### config.mk
export PLATFORM = sky130hd
export DESIGN_NAME = electrode_calibration_sequencer
export DESIGN_NICKNAME = d
export VERILOG_FILES = /design/src/hw/rtl/ecs_pkg.sv /design/src/hw/rtl/electrode_calibration_sequencer.sv
export SDC_FILE = /design/constraint.sdc
export NUM_CORES = 1
export LEC_CHECK = 0
export BUFFER_PORTS_ARGS = -buffer_cell sky130_fd_sc_hd__clkbuf_2
export CORE_MARGIN = 1
export CORE_UTILIZATION = 35
export DETAILED_ROUTE_END_ITERATION = 12
export GPL_ROUTABILITY_DRIVEN = 1
export HOLD_SLACK_MARGIN = 0.06
export PLACE_DENSITY = 0.64
export SYNTH_ARGS = -nofsm -noshare
export SYNTH_HDL_FRONTEND = slang
export SYNTH_SLANG_ARGS = --single-unit
### constraint.sdc
create_clock -name clk -period 10.4 [get_ports clk]
set_clock_uncertainty 0.2 [all_clocks]
set_input_delay 1.56 -clock clk [delete_from_list [all_inputs] [get_ports clk]]
set_output_delay 1.56 -clock clk [all_outputs]
set_load 0.05 [all_outputs]
### src/hw/rtl/ecs_pkg.sv
package ecs_pkg;

  localparam int unsigned SAMPLE_W     = 16;
  localparam int unsigned MAX_CHANNELS = 4;
  localparam int unsigned CFG_IDX_W    = 3;

  localparam int unsigned DEF_CHANNELS           = 4;
  localparam int unsigned DEF_PERIOD_AUTOCAL_ONE = 10;
  localparam int unsigned DEF_PERIOD_AUTOCAL_TWO = 10;
  localparam int unsigned DEF_PERIOD_SETUP       = 10;
  localparam int unsigned DEF_PERIOD_RUN         = 10;

  // setup one loads a short first period, then reloads with the long one
  localparam logic [SAMPLE_W-1:0] SETUP1_ENTRY_PERIOD  = 16'd1;
  localparam logic [SAMPLE_W-1:0] SETUP1_RELOAD_PERIOD = 16'd10;
  localparam logic [SAMPLE_W-1:0] LOW_REF_MARGIN       = 16'd100;
  localparam logic [7:0]          DOT_LIMIT            = 8'd200;

  typedef enum logic [2:0] {
    ST_INIT   = 3'd0,
    ST_CAL1   = 3'd1,
    ST_CAL2   = 3'd2,
    ST_SAVE   = 3'd3,
    ST_LOAD   = 3'd4,
    ST_SETUP  = 3'd5,
    ST_SETUP1 = 3'd6,
    ST_RUN    = 3'd7
  } ecs_state_t;

  typedef enum logic [1:0] {
    MSG_NONE          = 2'd0,
    MSG_AUTOCAL_START = 2'd1,
    MSG_SETUP_START   = 2'd2,
    MSG_SETUP_DONE    = 2'd3
  } ecs_msg_t;

  typedef enum logic [CFG_IDX_W-1:0] {
    CFG_TARGET_SETUP     = 3'd0,
    CFG_TARGET_RUN       = 3'd1,
    CFG_TARGET_AUTO      = 3'd2,
    CFG_WINDOW_DELTA     = 3'd3,
    CFG_SATURATION_LEVEL = 3'd4,
    CFG_REGULATION_EN    = 3'd5
  } ecs_cfg_idx_t;

  typedef struct packed {
    logic [2:0]          state_code;
    logic                run_mode;
    logic [SAMPLE_W-1:0] target_value;
    logic                time_base_load;
    logic [SAMPLE_W-1:0] time_base_value;
    logic                init_table;
    logic                save_table;
    logic                load_table;
    ecs_msg_t            message_event;
    logic                progress_dot;
  } ecs_result_t;

endpackage

### src/hw/rtl/electrode_calibration_sequencer.sv
// A transfer accepted at the input is held in the input register, then the result
// register; one tick is accepted every cycle unless the output stalls.
// The only loop is the sequencer state, updated once per tick as it leaves the
// input register. Synchronous active-low reset: state init, entry pending,
// target zero, dot counter zero, both stages empty, registers at reset values.
module electrode_calibration_sequencer
  import ecs_pkg::*;
#(
  parameter int unsigned CHANNELS           = DEF_CHANNELS,
  parameter int unsigned PERIOD_AUTOCAL_ONE = DEF_PERIOD_AUTOCAL_ONE,
  parameter int unsigned PERIOD_AUTOCAL_TWO = DEF_PERIOD_AUTOCAL_TWO,
  parameter int unsigned PERIOD_SETUP       = DEF_PERIOD_SETUP,
  parameter int unsigned PERIOD_RUN         = DEF_PERIOD_RUN
) (
  input  logic                 clk,
  input  logic                 rst_n,
  input  logic                 cfg_we,
  input  logic [CFG_IDX_W-1:0] cfg_index,
  input  logic [SAMPLE_W-1:0]  cfg_data,
  input  logic                 in_valid,
  output logic                 in_stall,
  input  logic [SAMPLE_W-1:0]  in_sample_0,
  input  logic [SAMPLE_W-1:0]  in_sample_1,
  input  logic [SAMPLE_W-1:0]  in_sample_2,
  input  logic [SAMPLE_W-1:0]  in_sample_3,
  input  logic                 in_flash_valid,
  input  logic                 in_time_base_zero,
  output logic                 out_valid,
  input  logic                 out_stall,
  output logic [2:0]           out_state_code,
  output logic                 out_run_mode,
  output logic [SAMPLE_W-1:0]  out_target_value,
  output logic                 out_time_base_load,
  output logic [SAMPLE_W-1:0]  out_time_base_value,
  output logic                 out_init_table,
  output logic                 out_save_table,
  output logic                 out_load_table,
  output logic [1:0]           out_message_event,
  output logic                 out_progress_dot
);

  localparam int unsigned NCHAN = (CHANNELS > MAX_CHANNELS) ? MAX_CHANNELS :
                                  ((CHANNELS < 1) ? 1 : CHANNELS);
  localparam logic [SAMPLE_W-1:0] P_CAL1  = SAMPLE_W'(PERIOD_AUTOCAL_ONE);
  localparam logic [SAMPLE_W-1:0] P_CAL2  = SAMPLE_W'(PERIOD_AUTOCAL_TWO);
  localparam logic [SAMPLE_W-1:0] P_SETUP = SAMPLE_W'(PERIOD_SETUP);
  localparam logic [SAMPLE_W-1:0] P_RUN   = SAMPLE_W'(PERIOD_RUN);

  // configuration registers
  logic [SAMPLE_W-1:0] target_setup_r, target_run_r, target_auto_r;
  logic [SAMPLE_W-1:0] window_delta_r, saturation_level_r;
  logic                regulation_enable_r;

  always_ff @(posedge clk) begin
    if (!rst_n) begin
      target_setup_r      <= '0;
      target_run_r        <= '0;
      target_auto_r       <= '0;
      window_delta_r      <= '0;
      saturation_level_r  <= '1;
      regulation_enable_r <= 1'b1;
    end else if (cfg_we) begin
      case (cfg_index)
        CFG_TARGET_SETUP:     target_setup_r      <= cfg_data;
        CFG_TARGET_RUN:       target_run_r        <= cfg_data;
        CFG_TARGET_AUTO:      target_auto_r       <= cfg_data;
        CFG_WINDOW_DELTA:     window_delta_r      <= cfg_data;
        CFG_SATURATION_LEVEL: saturation_level_r  <= cfg_data;
        CFG_REGULATION_EN:    regulation_enable_r <= cfg_data[0];
        default: ;
      endcase
    end
  end

  // input stage
  logic                s1_valid_r;
  logic [SAMPLE_W-1:0] s1_sample_r [MAX_CHANNELS];
  logic                s1_flash_r, s1_tbz_r;
  logic                s1_move, in_take;

  assign s1_move  = s1_valid_r && (!out_valid || !out_stall);
  assign in_stall = s1_valid_r && !s1_move;
  assign in_take  = in_valid && !in_stall;

  always_ff @(posedge clk) begin
    if (!rst_n) begin
      s1_valid_r <= 1'b0;
    end else if (in_take) begin
      s1_valid_r <= 1'b1;
    end else if (s1_move) begin
      s1_valid_r <= 1'b0;
    end
  end

  always_ff @(posedge clk) begin
    if (in_take) begin
      s1_sample_r[0] <= in_sample_0;
      s1_sample_r[1] <= in_sample_1;
      s1_sample_r[2] <= in_sample_2;
      s1_sample_r[3] <= in_sample_3;
      s1_flash_r     <= in_flash_valid;
      s1_tbz_r       <= in_time_base_zero;
    end
  end

  // sequencer state
  ecs_state_t          state_r, state_nxt, prev_r;
  logic [SAMPLE_W-1:0] target_r, target_nxt;
  logic [7:0]          dot_cnt_r, dot_cnt_nxt;
  logic                entry;

  assign entry = (prev_r != state_r);

  // window and recalibration checks
  logic [SAMPLE_W:0]   win_hi;
  logic [SAMPLE_W-1:0] win_lo, low_ref, win_target;
  logic                win_ok, recal;
  logic [NCHAN-1:0]    in_win, sat, low;

  always_comb begin
    win_target = target_r;
    if (entry) begin
      case (state_r)
        ST_CAL1, ST_SETUP:         win_target = target_setup_r;
        ST_CAL2, ST_SETUP1, ST_RUN: win_target = target_run_r;
        default:                   win_target = target_r;
      endcase
    end
  end

  always_comb begin
    win_hi  = {1'b0, win_target} + {1'b0, window_delta_r};
    win_lo  = (win_target > window_delta_r) ? win_target - window_delta_r : '0;
    low_ref = (target_auto_r > LOW_REF_MARGIN) ? target_auto_r - LOW_REF_MARGIN : '0;
    for (int i = 0; i < NCHAN; i++) begin
      in_win[i] = ({1'b0, s1_sample_r[i]} < win_hi) && (s1_sample_r[i] > win_lo);
      sat[i]    = (s1_sample_r[i] >= saturation_level_r);
      low[i]    = (s1_sample_r[i] < low_ref);
    end
    win_ok = &in_win;
    recal  = (&sat) || (|low);
  end

  // next state
  always_comb begin
    state_nxt  = state_r;
    target_nxt = win_target;
    case (state_r)
      ST_INIT:   state_nxt = s1_flash_r ? ST_LOAD : ST_CAL1;
      ST_CAL1:   if (win_ok) state_nxt = ST_CAL2;
      ST_CAL2:   if (win_ok) state_nxt = ST_SAVE;
      ST_SAVE:   state_nxt = ST_LOAD;
      ST_LOAD:   state_nxt = ST_SETUP;
      ST_SETUP:  if (win_ok) state_nxt = ST_SETUP1;
      ST_SETUP1: if (win_ok) state_nxt = ST_RUN;
      ST_RUN:    if (recal && regulation_enable_r) state_nxt = ST_SETUP1;
      default:   state_nxt = state_r;
    endcase
  end

  // outputs
  ecs_result_t         res;
  logic                timed;
  logic [SAMPLE_W-1:0] entry_val, reload_val;
  logic [7:0]          dot_inc;

  always_comb begin
    res        = '0;
    timed      = 1'b1;
    entry_val  = '0;
    reload_val = '0;
    case (state_r)
      ST_INIT: begin
        timed          = 1'b0;
        res.init_table = entry;
      end
      ST_CAL1: begin
        entry_val  = P_CAL1;
        reload_val = P_CAL1;
        if (entry) res.message_event = MSG_AUTOCAL_START;
      end
      ST_CAL2: begin
        entry_val  = P_CAL2;
        reload_val = P_CAL2;
      end
      ST_SAVE: begin
        timed          = 1'b0;
        res.save_table = 1'b1;
      end
      ST_LOAD: begin
        timed          = 1'b0;
        res.load_table = 1'b1;
      end
      ST_SETUP: begin
        entry_val  = P_SETUP;
        reload_val = P_SETUP;
      end
      ST_SETUP1: begin
        entry_val  = SETUP1_ENTRY_PERIOD;
        reload_val = SETUP1_RELOAD_PERIOD;
        // done wins over started when both land in one tick
        if (win_ok) begin
          res.message_event = MSG_SETUP_DONE;
        end else if (entry) begin
          res.message_event = MSG_SETUP_START;
        end
      end
      default: begin
        entry_val  = P_RUN;
        reload_val = P_RUN;
      end
    endcase

    if (timed && entry) begin
      res.time_base_load  = 1'b1;
      res.time_base_value = entry_val;
    end else if (timed && s1_tbz_r) begin
      res.time_base_load  = 1'b1;
      res.time_base_value = reload_val;
    end

    dot_inc     = dot_cnt_r + 8'd1;
    dot_cnt_nxt = dot_cnt_r;
    if (state_nxt != ST_RUN) begin
      if (dot_inc > DOT_LIMIT) begin
        dot_cnt_nxt      = '0;
        res.progress_dot = 1'b1;
      end else begin
        dot_cnt_nxt = dot_inc;
      end
    end

    res.state_code   = (state_nxt == ST_RUN) ? 3'(ST_SETUP1) : 3'(state_nxt);
    res.run_mode     = (state_nxt == ST_RUN);
    res.target_value = target_nxt;
  end

  always_ff @(posedge clk) begin
    if (!rst_n) begin
      state_r   <= ST_INIT;
      prev_r    <= ST_RUN;  // differs from init so the init entry fires
      target_r  <= '0;
      dot_cnt_r <= '0;
    end else if (s1_move) begin
      state_r   <= state_nxt;
      prev_r    <= state_r;
      target_r  <= target_nxt;
      dot_cnt_r <= dot_cnt_nxt;
    end
  end

  // result stage
  logic        out_valid_r;
  ecs_result_t res_r;

  always_ff @(posedge clk) begin
    if (!rst_n) begin
      out_valid_r <= 1'b0;
    end else if (s1_move) begin
      out_valid_r <= 1'b1;
    end else if (!out_stall) begin
      out_valid_r <= 1'b0;
    end
  end

  always_ff @(posedge clk) begin
    if (s1_move) begin
      res_r <= res;
    end
  end

  assign out_valid           = out_valid_r;
  assign out_state_code      = res_r.state_code;
  assign out_run_mode        = res_r.run_mode;
  assign out_target_value    = res_r.target_value;
  assign out_time_base_load  = res_r.time_base_load;
  assign out_time_base_value = res_r.time_base_value;
  assign out_init_table      = res_r.init_table;
  assign out_save_table      = res_r.save_table;
  assign out_load_table      = res_r.load_table;
  assign out_message_event   = res_r.message_event;
  assign out_progress_dot    = res_r.progress_dot;

endmodule
==> results of run 1 <==
[worst max-delay path: cells and delay by family (launching register included)]
kind | cells | cell delay (ps)
AO/OA/AOI/OAI | 15 | 3500
buffers and inverters | 2 | 330
AND/OR/NAND/NOR | 10 | 3160
flip-flops | 1 | 610
adder cells (fa/ha/maj) | 2 | 740
[cell usage after synthesis (5+ instances only)]
cell type,n,area share
o21a_1,11,0.0055
edfxtp_1,95,0.19
nand2b_1,21,0.0088
or4_1,5,0.0025
nor3_1,20,0.0067
buf_4,15,0.0076
a221oi_1,8,0.0047
and3_1,7,0.0029
a211oi_1,11,0.0055
a21oi_1,181,0.061
and4_1,7,0.0041
nand2_1,283,0.071
nor2_1,79,0.020
clkbuf_1,51,0.013
a31oi_1,6,0.0025
o211ai_1,27,0.014
nor4_1,6,0.0025
ha_1,284,0.24
o21ai_0,85,0.029
nand4_1,29,0.012
or2_2,5,0.0021
nor3b_1,7,0.0035
a22oi_1,18,0.0091
xnor2_1,26,0.015
nand3b_1,10,0.0050
xor2_1,11,0.0065
a21o_1,44,0.022
nor2b_1,17,0.0071
inv_1,59,0.015
nand3_1,24,0.0081
dfxtp_1,113,0.15
a2111oi_0,6,0.0035
[sequential cells by signal (all words and copies together), names as in the netlist, 3 cells and up]
register,flops
out_target_value,16
s1_sample_r,64
prev_r,3
target_setup_r,16
window_delta_r,16
saturation_level_r,16
target_r,16
dot_cnt_r,8
target_auto_r,16
target_run_r,16
out_state_code,3
state_r,3
[kinds of logic after synthesis]
family | count (synthesis) | share of synthesized area
AND/OR/NAND/NOR | 542 | 0.169
AO/OA/AOI/OAI | 442 | 0.184
adder cells (fa/ha/maj) | 286 | 0.241
flip-flops | 208 | 0.343
buffers and inverters | 135 | 0.0385
XOR/XNOR | 37 | 0.0217
multiplexers | 2 | 0.00143
other | 1 | 0.000252
[final timing paths]
| kind | from | end | slack [ps] | depth (start not counted) |
|---|---|---|---|---|
| setup / recovery | state_r[2] | dot_cnt_r[7] | 1740 | 29 |
| hold reg to reg | target_run_r[5] | target_run_r[5] | 250 | 2 |
| setup reg to reg | state_r[2] | dot_cnt_r[7] | 1740 | 29 |
| hold / removal | target_run_r[5] | target_run_r[5] | 250 | 2 |
[final cells by class]
cell class / instances / area share
multi-input combinational: 1322 / 0.550
clock inverter: 18 / 0.0124
tap: 539 / 0.0400
inverter: 61 / 0.0136
timing repair buffer: 131 / 0.0403
clock buffer: 30 / 0.0401
sequential: 208 / 0.303
[stage by stage]
stage	hold slack [ps]	utilization
after floorplan	236	-
after global placement	242	0.381
after detailed placement	248	0.381
after CTS	256	0.402
after global routing	276	0.402
final	254	0.402
[per-layer routing]
| layer | vias to the layer above | track usage | routed length, um |
|---|---|---|---|
| met5 | - | 0 | 0 |
| met4 | 0 | 0.0654 | 1260 |
| met3 | 65 | 0.0257 | 2820 |
| met2 | 406 | 0.360 | 21900 |
| met1 | 6104 | 0.300 | 21700 |
| li1 | 6222 | - | - |
[where the power goes]
| part | internal (mW) | switching [mW] |
|---|---|---|
| logic | 0.180 | 0.307 |
| registers | 0.890 | 0.0427 |
| clock network | 0.566 | 0.379 |
| total | 1.64 | 0.729 |
==> metrics.txt, run 1 <==
Num Clock Sinks 208; GR Util All Layers 0.219; area occupied by registers 5110 um^2; PostCTS Resize Cnt 0; Crit path top cell by count o21ai_0; DR pass1 iterations 5; Async SR Flop Fraction 0; # setup viols final 0; DRT antenna net count 0; Final #Nets 2126; clock buffers created by TritonCTS 26; commonest cells after routing, fill and taps aside ha_1, nand2_1, a21oi_1, clkbuf_2, dfxtp_1; placed cell count 2261; placed cell area 16000 um^2; final setup TNS 0 ps; Synth Register Bits 208; Syn Inst Count 1653; die height 208 um; Final HPWL DP 36400 um; Synth Area per Inst 9.02 um^2; status finished clean; fin crit share 0.832; synthesis warning total 0; Worst Hold Class reg -> reg; total grt overflow 0; Iteration-0 DRC Markers 1166; layout cell share with drive strength beyond 1 0.111; Worst Path Required 10650 ps; Slew HR 0.228; Root Driver clkbuf_16; Main synth FF type dfxtp_1; Fillers 4104; final non-filler cell total 2309; CP Capture Type flop; largest net degree at the start of global routing 75; global-route wire length before repair 73700 um; Crit Path Category reg -> reg; clock-pin slew on the worst setup and hold paths 60 ps; Distinct cells, synth 75; Final Instance Area 16900 um^2; commonest non-fill, non-tap cell in the layout ha_1; Crit Path Max Fanout 18; Ports 135; Post-CTS Hold Buffers 0; Post-synth EDFFs 95; gp weighted congestion 0.936; WL/cell 20.6 um; Core ar. 41900 um^2; RSZ-0062 raised after global routing no; clk buf depth 3; max incr delay on CP 620 ps; H-tree depth 1; worst-skew pair later-pin latency 580 ps; pre-CTS WS 1880 ps; Fin. Hold Viols 0; CTS tree built; post-layout worst setup margin 1740 ps; sequential area share after synthesis 0.343; Max Cap Viol 0; Least-Margin Pin Slew 1160 ps; PD cells 140 nW/um^2; critical path arrival 8910 ps; Total Routed Length 47700 um; Tot Pwr 2.36 mW; # Post-CTS Setup Buffers 0; DRC 0; Worst IR Drop VDD 114 uV; slowest CP cell and2_1; Vias 12800; Startpoint Class flop; Leak 7.03 nW; vias in the first global route 12400; Area Growth Syn to Fin 13.2%; Mapped Area 14900 um^2; FMAX 0.116 GHz; Die X-Extent 208 um; PortBufs 121; Rows 75; via density per instance 5.54; starting density of the core 0.355; Max Slew Vio Count 0; multi-input logic area 9290 um^2; diode count 0; initial antenna violation count 0; shortest period the worst path allows 8660 ps; die area 43400 um^2
Note: power is estimated with default switching activity, not from simulation.
==> inputs of run 2 (changes only) <==
Clock period 10.4 ns to 8.9 ns, I/O delays scaled along.
==> run 2 against run 1 <==
Combinational power up 16%. First-iteration DRC count down 18%. Routed wire length down 4.0%. Final cell count about the same. Highest routed layer is now met5.
==> metrics.txt, run 2 (synthesized netlist as in run 1, its figures left out) <==
global-route wire length before repair 70300 um (was 73700 um); total grt overflow 0 (unchanged); die area 43400 um^2 (unchanged); Leak 7.07 nW (was 7.03 nW); Least-Margin Pin Slew 1140 ps (was 1160 ps); Area Growth Syn to Fin 13.5% (was 13.2%); Total Routed Length 45700 um (was 47700 um); fin crit share 0.911 (was 0.832); RSZ-0062 raised after global routing no (unchanged); gp weighted congestion 0.914 (was 0.936); CTS tree built (unchanged); H-tree depth 1 (unchanged); Fin. Hold Viols 0 (unchanged); sw frac 0.303 (was 0.308); Vias 12800 (about the same); starting density of the core 0.355 (unchanged); WP buf/inv 3 (was 2); max reg flops 64 (unchanged); critical path arrival 8350 ps (was 8910 ps); Cell Int Power 1.93 mW (was 1.64 mW); placed cell count 2264 (was 2261); largest register by flop count s1_sample_r (unchanged); DRC 0 (unchanged); shortest period the worst path allows 8110 ps (was 8660 ps); Worst Path Required 9140 ps (was 10650 ps); # Post-CTS Setup Buffers 0 (unchanged); clock group share of total power 0.401 (was 0.399); Worst Hold Class reg -> reg (unchanged); vias in the first global route 12200 (was 12400); Final HPWL DP 35300 um (was 36400 um); via density per instance 5.52 (was 5.54); Crit Path Max Fanout 18 (unchanged); DRT antenna net count 0 (unchanged); FMAX 0.123 GHz (was 0.116 GHz); Rows 75 (unchanged); commonest cells after routing, fill and taps aside ha_1, nand2_1, a21oi_1, clkbuf_2, dfxtp_1 (unchanged); final non-filler cell total 2310 (was 2309); Worst IR Drop VDD 122 uV (was 114 uV); die height 208 um (unchanged); diode count 0 (unchanged); Core ar. 41900 um^2 (unchanged); final setup TNS 0 ps (unchanged); family with the most delay on the worst path compound AO/OA/AOI/OAI gates (unchanged); Max Slew Vio Count 0 (unchanged); Crit path top cell by count o21ai_0 (unchanged); status finished clean (unchanged); sw power 836 uW (was 729 uW); power share of the combinational group 0.205 (was 0.206); PortBufs 121 (unchanged); worst-skew pair later-pin latency 570 ps (was 580 ps); clock buffers created by TritonCTS 25 (was 26); Fin Hold WS 255 ps (was 254 ps); Final #Nets 2128 (was 2126); commonest non-fill, non-tap cell in the layout ha_1 (unchanged); initial antenna violation count 1 (was 0); WL/cell 19.8 um (was 20.6 um); Iteration-0 DRC Markers 959 (was 1166); # setup viols final 0 (unchanged); Max Cap Viol 0 (unchanged); Crit Path Category reg -> reg (unchanged); Die X-Extent 208 um (unchanged); Slew HR 0.240 (was 0.228); slowest CP cell or4b_2 (was and2_1); clock-pin slew on the worst setup and hold paths 60 ps (about the same); DR pass1 iterations 5 (unchanged); Fillers 4123 (was 4104); Startpoint Class flop (unchanged); GR Util All Layers 0.209 (was 0.219); largest net degree at the start of global routing 91 (was 75); CP Capture Type flop (unchanged); Root Driver clkbuf_16 (unchanged); fin util 0.403 (was 0.402); layout cell share with drive strength beyond 1 0.115 (was 0.111); Ports 135 (unchanged); Reg power frac 0.393 (was 0.394); clk buf depth 3 (unchanged); Num Clock Sinks 208 (unchanged); max incr delay on CP 590 ps (was 620 ps); PD cells 163 nW/um^2 (was 140 nW/um^2)
## run 2: cell count changes in the layout (fill, tap and decap cells not counted), moves of 2 or more
cell,previous run,this run
buf_4,10,13
clkbuf_1,3,1
clkbuf_8,1,4
dfxtp_1,113,111
dfxtp_2,0,2
## run 2: cell type report
type,count,area [um^2],area share
clock buffers,32,734,0.0434
clock inverters,14,169,0.00998
inverters,61,229,0.0135
multi-input cells,1322,9290,0.549
flip-flops and latches,208,5120,0.302
well taps,539,674,0.0399
repair buffers,134,703,0.0416
## run 2: path summary, 6_finish.rpt
path	start	endpoint	slack, ps	cells after the start
hold / removal	target_run_r[11]	target_run_r[11]	250	2
setup / recovery	state_r[0]	dot_cnt_r[7]	790	30
hold reg to reg	target_run_r[11]	target_run_r[11]	250	2
setup reg to reg	state_r[0]	dot_cnt_r[7]	790	30
## run 2: power by group through the flow
stage	Clock (mW)	Sequential [mW]	Combinational, mW
after floorplan	0	1.10	0.372
after global placement	0	1.11	0.533
after detailed placement	0	1.10	0.555
after CTS	1.14	1.09	0.560
after global routing	1.17	1.09	0.635
final	1.11	1.09	0.566
## run 2: tightest hold or removal path, stage by stage, from the launching register on
cell and delay [ps]:
dfxtp_1 310, nand2_1 50, a21oi_1 50
## run 2: metrics by stage
step                setup slack (ps)  power (mW)  cell area [um^2]
floorplan                       2020        1.48             15000
global placement                 769        1.64             16000
detailed placement               380        1.66             16000
CTS                              312        2.78             16900
global route                    26.7        2.89             16900
finish                           791        2.76             16900
## run 2: metal layers
metal | part of all wire | GRT usage | vias up
li1 | - | - | 6234
met1 | 0.45 | 0.278 | 6052
met2 | 0.45 | 0.337 | 375
met3 | 0.064 | 0.0394 | 91
met4 | 0.034 | 0.0771 | 2
met5 | 0.00042 | 0 | -
## run 2: timing repair
action	4_1_cts	5_1_grt
gates resized for setup	0	5
hold buffers	0	0
setup endpoints to repair	0	9
